**config.mk**
```make
export PLATFORM = sky130hd
export DESIGN_NAME = heun_damped_oscillator_step
export DESIGN_NICKNAME = d
export VERILOG_FILES = /design/src/rtl/hdos_pkg.sv /design/src/rtl/hdos_alu.sv /design/src/rtl/heun_damped_oscillator_step.sv
export SDC_FILE = /design/constraint.sdc
export NUM_CORES = 2
export LEC_CHECK = 0
export ABC_AREA = 1
export BUFFER_PORTS_ARGS = -buffer_cell sky130_fd_sc_hd__buf_2
export CAP_MARGIN = 20
export CORE_MARGIN = 8
export CORE_UTILIZATION = 45
export CTS_CLUSTER_SIZE = 24
export DETAILED_ROUTE_END_ITERATION = 6
export SLEW_MARGIN = 30
export SYNTH_ARGS = -nofsm -noshare
export SYNTH_HDL_FRONTEND = slang
export SYNTH_SLANG_ARGS = --single-unit
```
**constraint.sdc**
```tcl
create_clock -name clk -period 10.97 [get_ports clk]
set_clock_uncertainty 0.05 [all_clocks]
set_input_delay 0 -clock clk [delete_from_list [all_inputs] [get_ports clk]]
set_output_delay 0 -clock clk [all_outputs]
set_load 0.005 [all_outputs]
```
**src/rtl/hdos_pkg.sv**
```systemverilog
package hdos_pkg;

    localparam int WORD_W    = 32;   // Q16.16 state and results
    localparam int CFG_W     = 31;   // unsigned Q15.16 registers
    localparam int CFG_IDX_W = 2;
    localparam int OPND_W    = 33;   // multiplier operand width
    localparam int PROD_W    = 2 * OPND_W;
    localparam int SUM_W     = OPND_W + 2;
    localparam int Q_FRAC    = 16;
    localparam int STEP_W    = 5;

    localparam logic [STEP_W-1:0] LAST_STEP = 5'd29;

    localparam logic OP_LOAD = 1'b0;
    localparam logic OP_STEP = 1'b1;

    localparam logic [CFG_W-1:0] OMEGA_SQ_RST   = 31'd65536;
    localparam logic [CFG_W-1:0] DRAG_COEFF_RST = 31'd65536;
    localparam logic [CFG_W-1:0] TIME_STEP_RST  = 31'd412;

    typedef enum logic [CFG_IDX_W-1:0] {
        REG_OMEGA_SQ   = 2'd0,
        REG_DRAG_COEFF = 2'd1,
        REG_TIME_STEP  = 2'd2
    } cfg_reg_t;

    typedef enum logic [1:0] {
        ALU_MUL   = 2'd0,
        ALU_RND16 = 2'd1,   // round and rescale a product by 2^16
        ALU_RND17 = 2'd2,   // same, with the halving folded in
        ALU_ADD   = 2'd3
    } alu_op_t;

    typedef enum logic [3:0] {
        SRC_ZERO  = 4'd0,
        SRC_POS   = 4'd1,
        SRC_VEL   = 4'd2,
        SRC_OMEGA = 4'd3,
        SRC_DRAG  = 4'd4,
        SRC_DT    = 4'd5,
        SRC_T0    = 4'd6,
        SRC_T1    = 4'd7,
        SRC_A0    = 4'd8,
        SRC_XP    = 4'd9,
        SRC_VP    = 4'd10,
        SRC_SUM   = 4'd11
    } src_t;

    typedef enum logic [3:0] {
        DST_NONE = 4'd0,
        DST_T0   = 4'd1,
        DST_T1   = 4'd2,
        DST_A0   = 4'd3,
        DST_XP   = 4'd4,
        DST_VP   = 4'd5,
        DST_SUM  = 4'd6,
        DST_POS  = 4'd7,
        DST_VEL  = 4'd8
    } dst_t;

    typedef struct packed {
        alu_op_t alu;
        src_t    src_a;
        src_t    src_b;
        logic    neg_a;
        logic    neg_b;
        logic    abs_a;   // negate operand a when it is negative
        logic    sat;     // clamp the sum to the word range
        dst_t    dst;
    } uop_t;

    function automatic uop_t mk_uop(alu_op_t alu, src_t src_a, src_t src_b,
                                    logic neg_a, logic neg_b, logic abs_a,
                                    logic sat, dst_t dst);
        uop_t u;
        u.alu   = alu;
        u.src_a = src_a;
        u.src_b = src_b;
        u.neg_a = neg_a;
        u.neg_b = neg_b;
        u.abs_a = abs_a;
        u.sat   = sat;
        u.dst   = dst;
        return u;
    endfunction

    // Microprogram of one Heun step.
    function automatic uop_t uop_rom(logic [STEP_W-1:0] step);
        uop_t u;
        unique case (step)
            // a0 = accel(x, v)
            5'd0:  u = mk_uop(ALU_ADD,   SRC_VEL,   SRC_ZERO, 1'b0, 1'b0, 1'b1, 1'b0, DST_T1);
            5'd1:  u = mk_uop(ALU_MUL,   SRC_VEL,   SRC_T1,   1'b0, 1'b0, 1'b0, 1'b0, DST_NONE);
            5'd2:  u = mk_uop(ALU_RND16, SRC_ZERO,  SRC_ZERO, 1'b0, 1'b0, 1'b0, 1'b0, DST_T1);
            5'd3:  u = mk_uop(ALU_MUL,   SRC_DRAG,  SRC_T1,   1'b0, 1'b0, 1'b0, 1'b0, DST_NONE);
            5'd4:  u = mk_uop(ALU_RND16, SRC_ZERO,  SRC_ZERO, 1'b0, 1'b0, 1'b0, 1'b0, DST_T1);
            5'd5:  u = mk_uop(ALU_MUL,   SRC_OMEGA, SRC_POS,  1'b0, 1'b0, 1'b0, 1'b0, DST_NONE);
            5'd6:  u = mk_uop(ALU_RND16, SRC_ZERO,  SRC_ZERO, 1'b0, 1'b0, 1'b0, 1'b0, DST_T0);
            5'd7:  u = mk_uop(ALU_ADD,   SRC_T0,    SRC_T1,   1'b1, 1'b1, 1'b0, 1'b1, DST_A0);
            // xp = x + v*dt
            5'd8:  u = mk_uop(ALU_MUL,   SRC_VEL,   SRC_DT,   1'b0, 1'b0, 1'b0, 1'b0, DST_NONE);
            5'd9:  u = mk_uop(ALU_RND16, SRC_ZERO,  SRC_ZERO, 1'b0, 1'b0, 1'b0, 1'b0, DST_T0);
            5'd10: u = mk_uop(ALU_ADD,   SRC_POS,   SRC_T0,   1'b0, 1'b0, 1'b0, 1'b1, DST_XP);
            // vp = v + a0*dt
            5'd11: u = mk_uop(ALU_MUL,   SRC_A0,    SRC_DT,   1'b0, 1'b0, 1'b0, 1'b0, DST_NONE);
            5'd12: u = mk_uop(ALU_RND16, SRC_ZERO,  SRC_ZERO, 1'b0, 1'b0, 1'b0, 1'b0, DST_T0);
            5'd13: u = mk_uop(ALU_ADD,   SRC_VEL,   SRC_T0,   1'b0, 1'b0, 1'b0, 1'b1, DST_VP);
            // a1 = accel(xp, vp), left in t0
            5'd14: u = mk_uop(ALU_ADD,   SRC_VP,    SRC_ZERO, 1'b0, 1'b0, 1'b1, 1'b0, DST_T1);
            5'd15: u = mk_uop(ALU_MUL,   SRC_VP,    SRC_T1,   1'b0, 1'b0, 1'b0, 1'b0, DST_NONE);
            5'd16: u = mk_uop(ALU_RND16, SRC_ZERO,  SRC_ZERO, 1'b0, 1'b0, 1'b0, 1'b0, DST_T1);
            5'd17: u = mk_uop(ALU_MUL,   SRC_DRAG,  SRC_T1,   1'b0, 1'b0, 1'b0, 1'b0, DST_NONE);
            5'd18: u = mk_uop(ALU_RND16, SRC_ZERO,  SRC_ZERO, 1'b0, 1'b0, 1'b0, 1'b0, DST_T1);
            5'd19: u = mk_uop(ALU_MUL,   SRC_OMEGA, SRC_XP,   1'b0, 1'b0, 1'b0, 1'b0, DST_NONE);
            5'd20: u = mk_uop(ALU_RND16, SRC_ZERO,  SRC_ZERO, 1'b0, 1'b0, 1'b0, 1'b0, DST_T0);
            5'd21: u = mk_uop(ALU_ADD,   SRC_T0,    SRC_T1,   1'b1, 1'b1, 1'b0, 1'b1, DST_T0);
            // x' = x + (v + vp)*dt/2
            5'd22: u = mk_uop(ALU_ADD,   SRC_VEL,   SRC_VP,   1'b0, 1'b0, 1'b0, 1'b0, DST_SUM);
            5'd23: u = mk_uop(ALU_MUL,   SRC_SUM,   SRC_DT,   1'b0, 1'b0, 1'b0, 1'b0, DST_NONE);
            5'd24: u = mk_uop(ALU_RND17, SRC_ZERO,  SRC_ZERO, 1'b0, 1'b0, 1'b0, 1'b0, DST_T1);
            5'd25: u = mk_uop(ALU_ADD,   SRC_POS,   SRC_T1,   1'b0, 1'b0, 1'b0, 1'b1, DST_POS);
            // v' = v + (a0 + a1)*dt/2
            5'd26: u = mk_uop(ALU_ADD,   SRC_A0,    SRC_T0,   1'b0, 1'b0, 1'b0, 1'b0, DST_SUM);
            5'd27: u = mk_uop(ALU_MUL,   SRC_SUM,   SRC_DT,   1'b0, 1'b0, 1'b0, 1'b0, DST_NONE);
            5'd28: u = mk_uop(ALU_RND17, SRC_ZERO,  SRC_ZERO, 1'b0, 1'b0, 1'b0, 1'b0, DST_T1);
            5'd29: u = mk_uop(ALU_ADD,   SRC_VEL,   SRC_T1,   1'b0, 1'b0, 1'b0, 1'b1, DST_VEL);
            default: u = mk_uop(ALU_ADD, SRC_ZERO,  SRC_ZERO, 1'b0, 1'b0, 1'b0, 1'b0, DST_NONE);
        endcase
        return u;
    endfunction

endpackage

```
**src/rtl/hdos_alu.sv**
```systemverilog
module hdos_alu (
    input  logic                                clk,
    input  logic                                en,
    input  hdos_pkg::uop_t                      uop,
    input  logic signed [hdos_pkg::OPND_W-1:0]  opnd_a,
    input  logic signed [hdos_pkg::OPND_W-1:0]  opnd_b,
    output logic signed [hdos_pkg::OPND_W-1:0]  result,
    output logic                                clip
);

    localparam int PW = hdos_pkg::PROD_W;
    localparam int OW = hdos_pkg::OPND_W;
    localparam int SW = hdos_pkg::SUM_W;
    localparam int WW = hdos_pkg::WORD_W;
    localparam int QF = hdos_pkg::Q_FRAC;

    localparam logic signed [PW-1:0] SAT_HI =
        $signed({{(PW-WW+1){1'b0}}, {(WW-1){1'b1}}});
    localparam logic signed [PW-1:0] SAT_LO =
        $signed({{(PW-WW+1){1'b1}}, {(WW-1){1'b0}}});
    localparam logic signed [PW-1:0] BIAS_Q  = $signed(PW'(1) << (QF - 1));
    localparam logic signed [PW-1:0] BIAS_QH = $signed(PW'(1) << QF);

    logic signed [PW-1:0] prod_reg;
    logic signed [PW-1:0] rnd_sum;
    logic signed [PW-1:0] rnd_val;
    logic                 na;
    logic                 nb;
    logic [SW-1:0]        ext_a;
    logic [SW-1:0]        ext_b;
    logic [SW-1:0]        add_sum;
    logic signed [PW-1:0] add_val;
    logic [OW:0]          rnd_cl;
    logic [OW:0]          add_cl;

    // {clip, value} of v clamped to the signed word range
    function automatic logic [OW:0] clamp_word(logic signed [PW-1:0] v);
        logic [OW:0] r;
        if (v > SAT_HI)
            r = {1'b1, SAT_HI[OW-1:0]};
        else if (v < SAT_LO)
            r = {1'b1, SAT_LO[OW-1:0]};
        else
            r = {1'b0, v[OW-1:0]};
        return r;
    endfunction

    always_ff @(posedge clk)
    begin
        if (en && uop.alu == hdos_pkg::ALU_MUL)
        begin
            prod_reg <= opnd_a * opnd_b;
        end
    end

    // round half up, floor by arithmetic shift
    assign rnd_sum = prod_reg + ((uop.alu == hdos_pkg::ALU_RND17) ? BIAS_QH : BIAS_Q);
    assign rnd_val = (uop.alu == hdos_pkg::ALU_RND17) ? (rnd_sum >>> (QF + 1))
                                                      : (rnd_sum >>> QF);
    assign rnd_cl  = clamp_word(rnd_val);

    assign na      = uop.abs_a ? opnd_a[OW-1] : uop.neg_a;
    assign nb      = uop.neg_b;
    assign ext_a   = {{(SW-OW){opnd_a[OW-1]}}, opnd_a} ^ {SW{na}};
    assign ext_b   = {{(SW-OW){opnd_b[OW-1]}}, opnd_b} ^ {SW{nb}};
    assign add_sum = ext_a + ext_b + SW'(na) + SW'(nb);
    assign add_val = $signed({{(PW-SW){add_sum[SW-1]}}, add_sum});
    assign add_cl  = clamp_word(add_val);

    always_comb
    begin
        result = '0;
        clip   = 1'b0;
        case (uop.alu)
            hdos_pkg::ALU_RND16, hdos_pkg::ALU_RND17:
            begin
                result = $signed(rnd_cl[OW-1:0]);
                clip   = en & rnd_cl[OW];
            end
            hdos_pkg::ALU_ADD:
            begin
                if (uop.sat)
                begin
                    result = $signed(add_cl[OW-1:0]);
                    clip   = en & add_cl[OW];
                end
                else
                begin
                    result = $signed(add_sum[OW-1:0]);
                end
            end
            default:
            begin
                result = '0;
                clip   = 1'b0;
            end
        endcase
    end

endmodule

```
**src/rtl/heun_damped_oscillator_step.sv**
```systemverilog
// Heun step of an oscillator with quadratic drag, Q16.16 state.
// A step transaction walks the 30 micro-steps in ST_RUN, then waits in ST_HOLD
// until the output register is free; a load goes straight to ST_HOLD.
// A new transaction is taken only in ST_IDLE, once the last result has gone to the
// output register; the shared 33x33 multiplier, its rounder and the adder serve all 30 micro-steps.
// Reset: asynchronous, active low; state clears to zero, registers take defaults.
module heun_damped_oscillator_step (
    input  logic                                   clk,
    input  logic                                   rst_n,
    // input transactions
    input  logic                                   in_valid,
    output logic                                   in_ready,
    input  logic                                   op,
    input  logic signed [hdos_pkg::WORD_W-1:0]     load_position,
    input  logic signed [hdos_pkg::WORD_W-1:0]     load_velocity,
    // result transactions
    output logic                                   out_valid,
    input  logic                                   out_ready,
    output logic signed [hdos_pkg::WORD_W-1:0]     position,
    output logic signed [hdos_pkg::WORD_W-1:0]     velocity,
    output logic                                   saturated,
    // configuration writes
    input  logic                                   cfg_valid,
    output logic                                   cfg_ready,
    input  logic [hdos_pkg::CFG_IDX_W-1:0]         cfg_index,
    input  logic [hdos_pkg::CFG_W-1:0]             cfg_data
);

    localparam int WW = hdos_pkg::WORD_W;
    localparam int OW = hdos_pkg::OPND_W;
    localparam int CW = hdos_pkg::CFG_W;
    localparam int NW = hdos_pkg::STEP_W;

    typedef enum logic [2:0] {
        ST_IDLE = 3'b001,   // take the next input transaction
        ST_RUN  = 3'b010,   // walk the microprogram
        ST_HOLD = 3'b100    // wait for the output register
    } state_t;

    state_t                 state_reg, state_next;
    logic [NW-1:0]          step_reg, step_next;
    logic                   flag_reg, flag_next;
    logic signed [WW-1:0]   pos_reg, pos_next;
    logic signed [WW-1:0]   vel_reg, vel_next;
    logic [CW-1:0]          omega_reg, omega_next;
    logic [CW-1:0]          drag_reg, drag_next;
    logic [CW-1:0]          dt_reg, dt_next;
    logic signed [WW-1:0]   t0_reg, t0_next;
    logic signed [OW-1:0]   t1_reg, t1_next;
    logic signed [WW-1:0]   a0_reg, a0_next;
    logic signed [WW-1:0]   xp_reg, xp_next;
    logic signed [WW-1:0]   vp_reg, vp_next;
    logic signed [OW-1:0]   sum_reg, sum_next;
    logic                   out_valid_reg, out_valid_next;
    logic signed [WW-1:0]   out_pos_reg, out_pos_next;
    logic signed [WW-1:0]   out_vel_reg, out_vel_next;
    logic                   out_sat_reg, out_sat_next;

    hdos_pkg::uop_t         uop;
    logic                   alu_en;
    logic signed [OW-1:0]   opnd_a;
    logic signed [OW-1:0]   opnd_b;
    logic signed [OW-1:0]   alu_res;
    logic                   alu_clip;
    logic                   in_fire;
    logic                   out_fire;

    assign in_ready  = (state_reg == ST_IDLE);
    assign cfg_ready = 1'b1;
    assign out_valid = out_valid_reg;
    assign position  = out_pos_reg;
    assign velocity  = out_vel_reg;
    assign saturated = out_sat_reg;

    assign in_fire  = in_valid & in_ready;
    assign out_fire = out_valid_reg & out_ready;

    // Current micro-step and its operands.
    assign uop    = hdos_pkg::uop_rom(step_reg);
    assign alu_en = (state_reg == ST_RUN);

    always_comb
    begin
        case (uop.src_a)
            hdos_pkg::SRC_POS:   opnd_a = {pos_reg[WW-1], pos_reg};
            hdos_pkg::SRC_VEL:   opnd_a = {vel_reg[WW-1], vel_reg};
            hdos_pkg::SRC_OMEGA: opnd_a = $signed({{(OW-CW){1'b0}}, omega_reg});
            hdos_pkg::SRC_DRAG:  opnd_a = $signed({{(OW-CW){1'b0}}, drag_reg});
            hdos_pkg::SRC_DT:    opnd_a = $signed({{(OW-CW){1'b0}}, dt_reg});
            hdos_pkg::SRC_T0:    opnd_a = {t0_reg[WW-1], t0_reg};
            hdos_pkg::SRC_T1:    opnd_a = t1_reg;
            hdos_pkg::SRC_A0:    opnd_a = {a0_reg[WW-1], a0_reg};
            hdos_pkg::SRC_XP:    opnd_a = {xp_reg[WW-1], xp_reg};
            hdos_pkg::SRC_VP:    opnd_a = {vp_reg[WW-1], vp_reg};
            hdos_pkg::SRC_SUM:   opnd_a = sum_reg;
            default:             opnd_a = '0;
        endcase
    end

    always_comb
    begin
        case (uop.src_b)
            hdos_pkg::SRC_POS:   opnd_b = {pos_reg[WW-1], pos_reg};
            hdos_pkg::SRC_VEL:   opnd_b = {vel_reg[WW-1], vel_reg};
            hdos_pkg::SRC_OMEGA: opnd_b = $signed({{(OW-CW){1'b0}}, omega_reg});
            hdos_pkg::SRC_DRAG:  opnd_b = $signed({{(OW-CW){1'b0}}, drag_reg});
            hdos_pkg::SRC_DT:    opnd_b = $signed({{(OW-CW){1'b0}}, dt_reg});
            hdos_pkg::SRC_T0:    opnd_b = {t0_reg[WW-1], t0_reg};
            hdos_pkg::SRC_T1:    opnd_b = t1_reg;
            hdos_pkg::SRC_A0:    opnd_b = {a0_reg[WW-1], a0_reg};
            hdos_pkg::SRC_XP:    opnd_b = {xp_reg[WW-1], xp_reg};
            hdos_pkg::SRC_VP:    opnd_b = {vp_reg[WW-1], vp_reg};
            hdos_pkg::SRC_SUM:   opnd_b = sum_reg;
            default:             opnd_b = '0;
        endcase
    end

    // Shared multiply / round-and-clamp / add unit.
    hdos_alu u_alu (
        .clk    (clk),
        .en     (alu_en),
        .uop    (uop),
        .opnd_a (opnd_a),
        .opnd_b (opnd_b),
        .result (alu_res),
        .clip   (alu_clip)
    );

    always_comb
    begin
        state_next     = state_reg;
        step_next      = step_reg;
        flag_next      = flag_reg;
        pos_next       = pos_reg;
        vel_next       = vel_reg;
        omega_next     = omega_reg;
        drag_next      = drag_reg;
        dt_next        = dt_reg;
        t0_next        = t0_reg;
        t1_next        = t1_reg;
        a0_next        = a0_reg;
        xp_next        = xp_reg;
        vp_next        = vp_reg;
        sum_next       = sum_reg;
        out_pos_next   = out_pos_reg;
        out_vel_next   = out_vel_reg;
        out_sat_next   = out_sat_reg;
        // drop the result once the consumer takes it
        out_valid_next = out_valid_reg & ~out_fire;

        // Configuration writes; an index past the list is ignored.
        if (cfg_valid)
        begin
            case (hdos_pkg::cfg_reg_t'(cfg_index))
                hdos_pkg::REG_OMEGA_SQ:   omega_next = cfg_data;
                hdos_pkg::REG_DRAG_COEFF: drag_next  = cfg_data;
                hdos_pkg::REG_TIME_STEP:  dt_next    = cfg_data;
                default:                  ;
            endcase
        end

        unique case (state_reg)
            ST_IDLE:
            begin
                if (in_fire)
                begin
                    flag_next = 1'b0;
                    if (op == hdos_pkg::OP_STEP)
                    begin
                        step_next  = '0;
                        state_next = ST_RUN;
                    end
                    else
                    begin
                        // load: take the state as given and echo it
                        pos_next   = load_position;
                        vel_next   = load_velocity;
                        state_next = ST_HOLD;
                    end
                end
            end
            ST_RUN:
            begin
                // accumulate any clamp of this transaction
                flag_next = flag_reg | alu_clip;
                case (uop.dst)
                    hdos_pkg::DST_T0:  t0_next  = alu_res[WW-1:0];
                    hdos_pkg::DST_T1:  t1_next  = alu_res;
                    hdos_pkg::DST_A0:  a0_next  = alu_res[WW-1:0];
                    hdos_pkg::DST_XP:  xp_next  = alu_res[WW-1:0];
                    hdos_pkg::DST_VP:  vp_next  = alu_res[WW-1:0];
                    hdos_pkg::DST_SUM: sum_next = alu_res;
                    hdos_pkg::DST_POS: pos_next = alu_res[WW-1:0];
                    hdos_pkg::DST_VEL: vel_next = alu_res[WW-1:0];
                    default:           ;
                endcase
                if (step_reg == hdos_pkg::LAST_STEP)
                    state_next = ST_HOLD;
                else
                    step_next = step_reg + NW'(1);
            end
            ST_HOLD:
            begin
                // hold until the output register is free or being emptied
                if (!out_valid_reg || out_fire)
                begin
                    out_pos_next   = pos_reg;
                    out_vel_next   = vel_reg;
                    out_sat_next   = flag_reg;
                    out_valid_next = 1'b1;
                    state_next     = ST_IDLE;
                end
            end
            default:
            begin
                state_next = ST_IDLE;
            end
        endcase
    end

    // Control, configuration and architectural state.
    always_ff @(posedge clk or negedge rst_n)
    begin
        if (!rst_n)
        begin
            state_reg     <= ST_IDLE;
            step_reg      <= '0;
            flag_reg      <= 1'b0;
            pos_reg       <= '0;
            vel_reg       <= '0;
            omega_reg     <= hdos_pkg::OMEGA_SQ_RST;
            drag_reg      <= hdos_pkg::DRAG_COEFF_RST;
            dt_reg        <= hdos_pkg::TIME_STEP_RST;
            out_valid_reg <= 1'b0;
        end
        else
        begin
            state_reg     <= state_next;
            step_reg      <= step_next;
            flag_reg      <= flag_next;
            pos_reg       <= pos_next;
            vel_reg       <= vel_next;
            omega_reg     <= omega_next;
            drag_reg      <= drag_next;
            dt_reg        <= dt_next;
            out_valid_reg <= out_valid_next;
        end
    end

    // Scratch values and the output payload.
    always_ff @(posedge clk)
    begin
        t0_reg      <= t0_next;
        t1_reg      <= t1_next;
        a0_reg      <= a0_next;
        xp_reg      <= xp_next;
        vp_reg      <= vp_next;
        sum_reg     <= sum_next;
        out_pos_reg <= out_pos_next;
        out_vel_reg <= out_vel_next;
        out_sat_reg <= out_sat_next;
    end

endmodule

```
==> metrics.log <==
[metrics] CP Data Required Time: 11,290 ps
[metrics] final slew viol count: 0
[metrics] Area contributors post-synth: sky130_fd_sc_hd__fa_1 (34%), sky130_fd_sc_hd__edfxtp_1 (14%), sky130_fd_sc_hd__inv_1 (11%), sky130_fd_sc_hd__nand2_1 (11%), sky130_fd_sc_hd__dfrtp_1 (5.9%)
[metrics] kind of launch point of the worst setup path: register
[metrics] GPL Wtd Cong: approximately 1.0
[metrics] diode insertion count for antenna repair: 0
[metrics] highest signal layer in the routed design: met5
[metrics] worst max-slew margin expressed relative to the limit: approximately a third
[metrics] mean post-synth cell area: 8.32 um2
[metrics] share of synthesized area occupied by flip-flops and latches: roughly a fifth
[metrics] initial core utilization: between 40% and 50%
[metrics] die footprint: 162,000 um2
[metrics] global-route wire length before repair: approximately 360,000 um
[metrics] TritonCTS clock tree: done
[metrics] CP max-delay cell: sky130_fd_sc_hd__fa_1
[metrics] number of cells traversed by the worst hold path: 5
[metrics] total number of H-tree levels: 2
[metrics] final routed wirelength across all metal layers: approximately 230,000 um
[metrics] total clock buffers created by CTS: 45
[metrics] count of port buffers added during placement: ~170
[metrics] Synth async-reset ratio: between 30% and 40%
[metrics] class of the tightest hold or removal check: primary input to register
[metrics] Setup Viol. Count Final: 0
[metrics] CTS Root Buffer Type: sky130_fd_sc_hd__clkbuf_16
[metrics] via count of the first global-routing pass: between 50,000 and 60,000
[metrics] GRT Util Overall: ~29%
[metrics] startpoint of the lowest-slack hold path: cfg_index[0]
[metrics] share of layout cells above drive strength 1: about 11%
[metrics] initial antenna violation count: 0
[metrics] count of nets left with antenna violations after detail routing: 0
[metrics] iteration-0 DRC count of the detailed router: 5,997
[metrics] floorplan die width: 402 um
[metrics] actual transition at the worst max-transition pin: a little over 1000 ps
[metrics] crit path max fanout: 24
[metrics] core area: 148,000 um2
[metrics] worst hold path endpoint: drag_reg[16]
[metrics] largest incremental delay on the critical path: about 550 ps
[metrics] gr ovfl total: 0
[metrics] endpoint of the lowest-slack register-to-register path: u_alu.prod_reg[61]
[metrics] Post-route DRC: 0
[metrics] source of the worst register-to-register timing path: step_reg[1]
[metrics] post-detailed-placement half-perimeter wirelength: ~190,000 um
[metrics] worst slack at placement: approximately 140 ps
[metrics] first drt pass iteration count: 6
[metrics] final worst-path cycle share: between 90 and 100%
[metrics] Ys Warns: 0
[metrics] Post-Place Cells: 10,300
[metrics] number of primary I/O pins: between 150 and 200
[metrics] detailed-route wire length per cell: between 20 and 25 um
[metrics] EDFF count, synth: just over 300
[metrics] MaxCap Viol Count: 0
[metrics] clock slew at reported path FFs: ~70 ps
[metrics] Detail Route met2 WL: about 110,000 um
[metrics] filler cell count: approximately 14,000
[metrics] kind of capture point of the worst setup path: register
[metrics] insertion delay of the later-clocked pin in the worst-skew pair: approximately 620 ps
[metrics] count of nets after finishing: ~10,000
[metrics] total clock sinks: ~480
[metrics] area share of the leading cell type in the synthesized netlist: ~34%
[metrics] post-synthesis register bit count: 477
[metrics] number of cells on the worst reg-to-reg path: between 40 and 50
[metrics] Mapped Nets: about 9,600
[metrics] setup slack of the critical path after layout: around 240 ps
[metrics] endpoint arrival time on the critical path: approximately 11,000 ps
[metrics] FMAX: around 93 MHz
[metrics] vertical extent of the die: ~400 um
[metrics] outcome: finished, final reports clean
[metrics] via count: about 56,000
[metrics] startpoint-to-endpoint class of the critical path: register to register
[metrics] detailed-route wire length on metal 1: between 90,000 and 100,000 um
[metrics] maximum number of pins on one net before global-route repair: 110
[metrics] final count of hold timing violations: 0
[metrics] fin cells: 10,500
[metrics] worst-case clock buffer depth: 3
[metrics] Mapped Area: about 67,000 um2
[metrics] routed wl met3: roughly 21,000 um
[metrics] post-synthesis instance total: between 8,000 and 9,000
[metrics] cell type with the highest aggregate area in the netlist: sky130_fd_sc_hd__fa_1
[metrics] distinct cell type count after synthesis: 66
[metrics] detail-routed via count per cell: 5.37
[metrics] min cycle time layout: about 11,000 ps
[metrics] Reg2Reg Setup Slack: 240 ps
[metrics] Largest register FFs: slightly above 50
[metrics] predominant post-synthesis flop cell: sky130_fd_sc_hd__edfxtp_1
[metrics] standard-cell row count: around 140
[metrics] Synth-to-Final Area Change: 14.2%
## kinds of logic after synthesis
logic type	share of synthesized area [%]
AO/OA/AOI/OAI	8.10
AND/OR/NAND/NOR	16.0
multiplexers	0.0448
flip-flops	20.1
adder cells (fa/ha/maj)	39.6
other	0.00559
XOR/XNOR	2.42
buffers and inverters	13.7
## synth_stat cells, types with 4 or more instances
library cell                instances
sky130_fd_sc_hd__a2111oi_0          5
sky130_fd_sc_hd__a211oi_1           4
sky130_fd_sc_hd__a21boi_0           8
sky130_fd_sc_hd__a21o_1             7
sky130_fd_sc_hd__a21oi_1          355
sky130_fd_sc_hd__a221oi_1         103
sky130_fd_sc_hd__a31oi_1           15
sky130_fd_sc_hd__a32o_1             4
sky130_fd_sc_hd__and2_1             4
sky130_fd_sc_hd__buf_1             20
sky130_fd_sc_hd__buf_2             16
sky130_fd_sc_hd__buf_4             11
sky130_fd_sc_hd__buf_6             14
sky130_fd_sc_hd__clkbuf_1         295
sky130_fd_sc_hd__dfrtp_1          159
sky130_fd_sc_hd__dfstp_2            8
sky130_fd_sc_hd__edfxtp_1         310
sky130_fd_sc_hd__fa_1            1146
sky130_fd_sc_hd__ha_1             290
sky130_fd_sc_hd__inv_1           2027
sky130_fd_sc_hd__inv_2             15
sky130_fd_sc_hd__nand2_1         1891
sky130_fd_sc_hd__nand2_2           19
sky130_fd_sc_hd__nand2_4            7
sky130_fd_sc_hd__nand3_1          224
sky130_fd_sc_hd__nand3_2            9
sky130_fd_sc_hd__nand3b_1           4
sky130_fd_sc_hd__nand4_1           32
sky130_fd_sc_hd__nor2_1           339
sky130_fd_sc_hd__nor2_2            15
sky130_fd_sc_hd__nor3_1            46
sky130_fd_sc_hd__nor4_1            27
sky130_fd_sc_hd__o2111ai_1          8
sky130_fd_sc_hd__o21a_1            12
sky130_fd_sc_hd__o21ai_0          234
sky130_fd_sc_hd__o21ai_1           11
sky130_fd_sc_hd__o21bai_1           4
sky130_fd_sc_hd__o221a_2            4
sky130_fd_sc_hd__o221ai_1           4
sky130_fd_sc_hd__o22ai_1          120
sky130_fd_sc_hd__o31ai_1            4
sky130_fd_sc_hd__or2_2              6
sky130_fd_sc_hd__xnor2_1           26
sky130_fd_sc_hd__xor2_1           159
## layout make-up
cell class | instances | area [um2] | area share [%]
Sequential cell | 477 | 13500 | 17.6
Clock buffer | 58 | 1270 | 1.66
Clock inverter | 26 | 282 | 0.368
Multi-Input combinational cell | 5178 | 44800 | 58.6
Tap cell | 1930 | 2410 | 3.16
Timing Repair Buffer | 781 | 6550 | 8.56
Inverter | 2045 | 7690 | 10.0
## through the flow
stage,hold slack [ps],area [um2],TNS [ps],util (%)
after floorplan,-346,67000,0,-
after global placement,152,73800,0,49.9
after detailed placement,163,73800,0,49.9
after CTS,17.6,76400,0,51.7
after global routing,103,76500,-119,51.8
final,21.9,76500,0,51.8
## placed cells by master, fill, tap and decap left out, drive strengths merged, types with 5 or more instances in the layout
cell type,n
o21ai,249
dfstp,8
nor4,28
dlygate4sd3,102
a221oi,103
o22ai,120
a21boi,8
edfxtp,310
ha,290
clkinv,18
a2111oi,5
a31oi,15
a21oi,356
o2111ai,8
dfrtp,159
nand4,32
fa,1146
xnor2,26
a21o,7
inv,2045
nor2,359
buf,678
nand3,233
nand2,1917
xor2,159
clkbuf,59
o21a,12
o31ai,5
or2,6
nor3,48
## worst max-delay path by stage
| stage | startpoint | to | slack [ps] | depth (start not counted) |
|---|---|---|---|---|
| 5_1_grt | step_reg[1] | u_alu.prod_reg[63] | -30 | 43 |
| 3_3_place_gp | step_reg[0] | u_alu.prod_reg[62] | 200 | 44 |
| 6_report | step_reg[1] | u_alu.prod_reg[61] | 240 | 43 |
| 4_1_cts | step_reg[0] | u_alu.prod_reg[62] | 80 | 44 |
| 2_1_floorplan | step_reg[0] | u_alu.prod_reg[64] | 1170 | 38 |
| 3_5_place_dp | step_reg[0] | u_alu.prod_reg[62] | 140 | 44 |
## critical path, delay by kind of cell, from the launching register on
family	cells	cell delay, ps
buffers and inverters	13	1800
adder cells (fa/ha/maj)	10	4550
flip-flops	1	440
AND/OR/NAND/NOR	15	2350
AO/OA/AOI/OAI	5	1240
## timing repair
action,in CTS,in global routing
setup buffers,0,4
setup endpoints to repair,0,23
gates resized for setup,0,13
endpoints found under the hold margin,267,32
hold buffers,101,1
## per-layer routing
layer	global-route usage [%]	vias to the layer above
li1	-	25200
met2	45.2	2543
met5	0.595	-
met1	39.7	28200
met3	5.59	426
met4	9.96	2
Power is not shown: default switching activity piles up to over one toggle a cycle in this logic, so the estimate is an artifact.
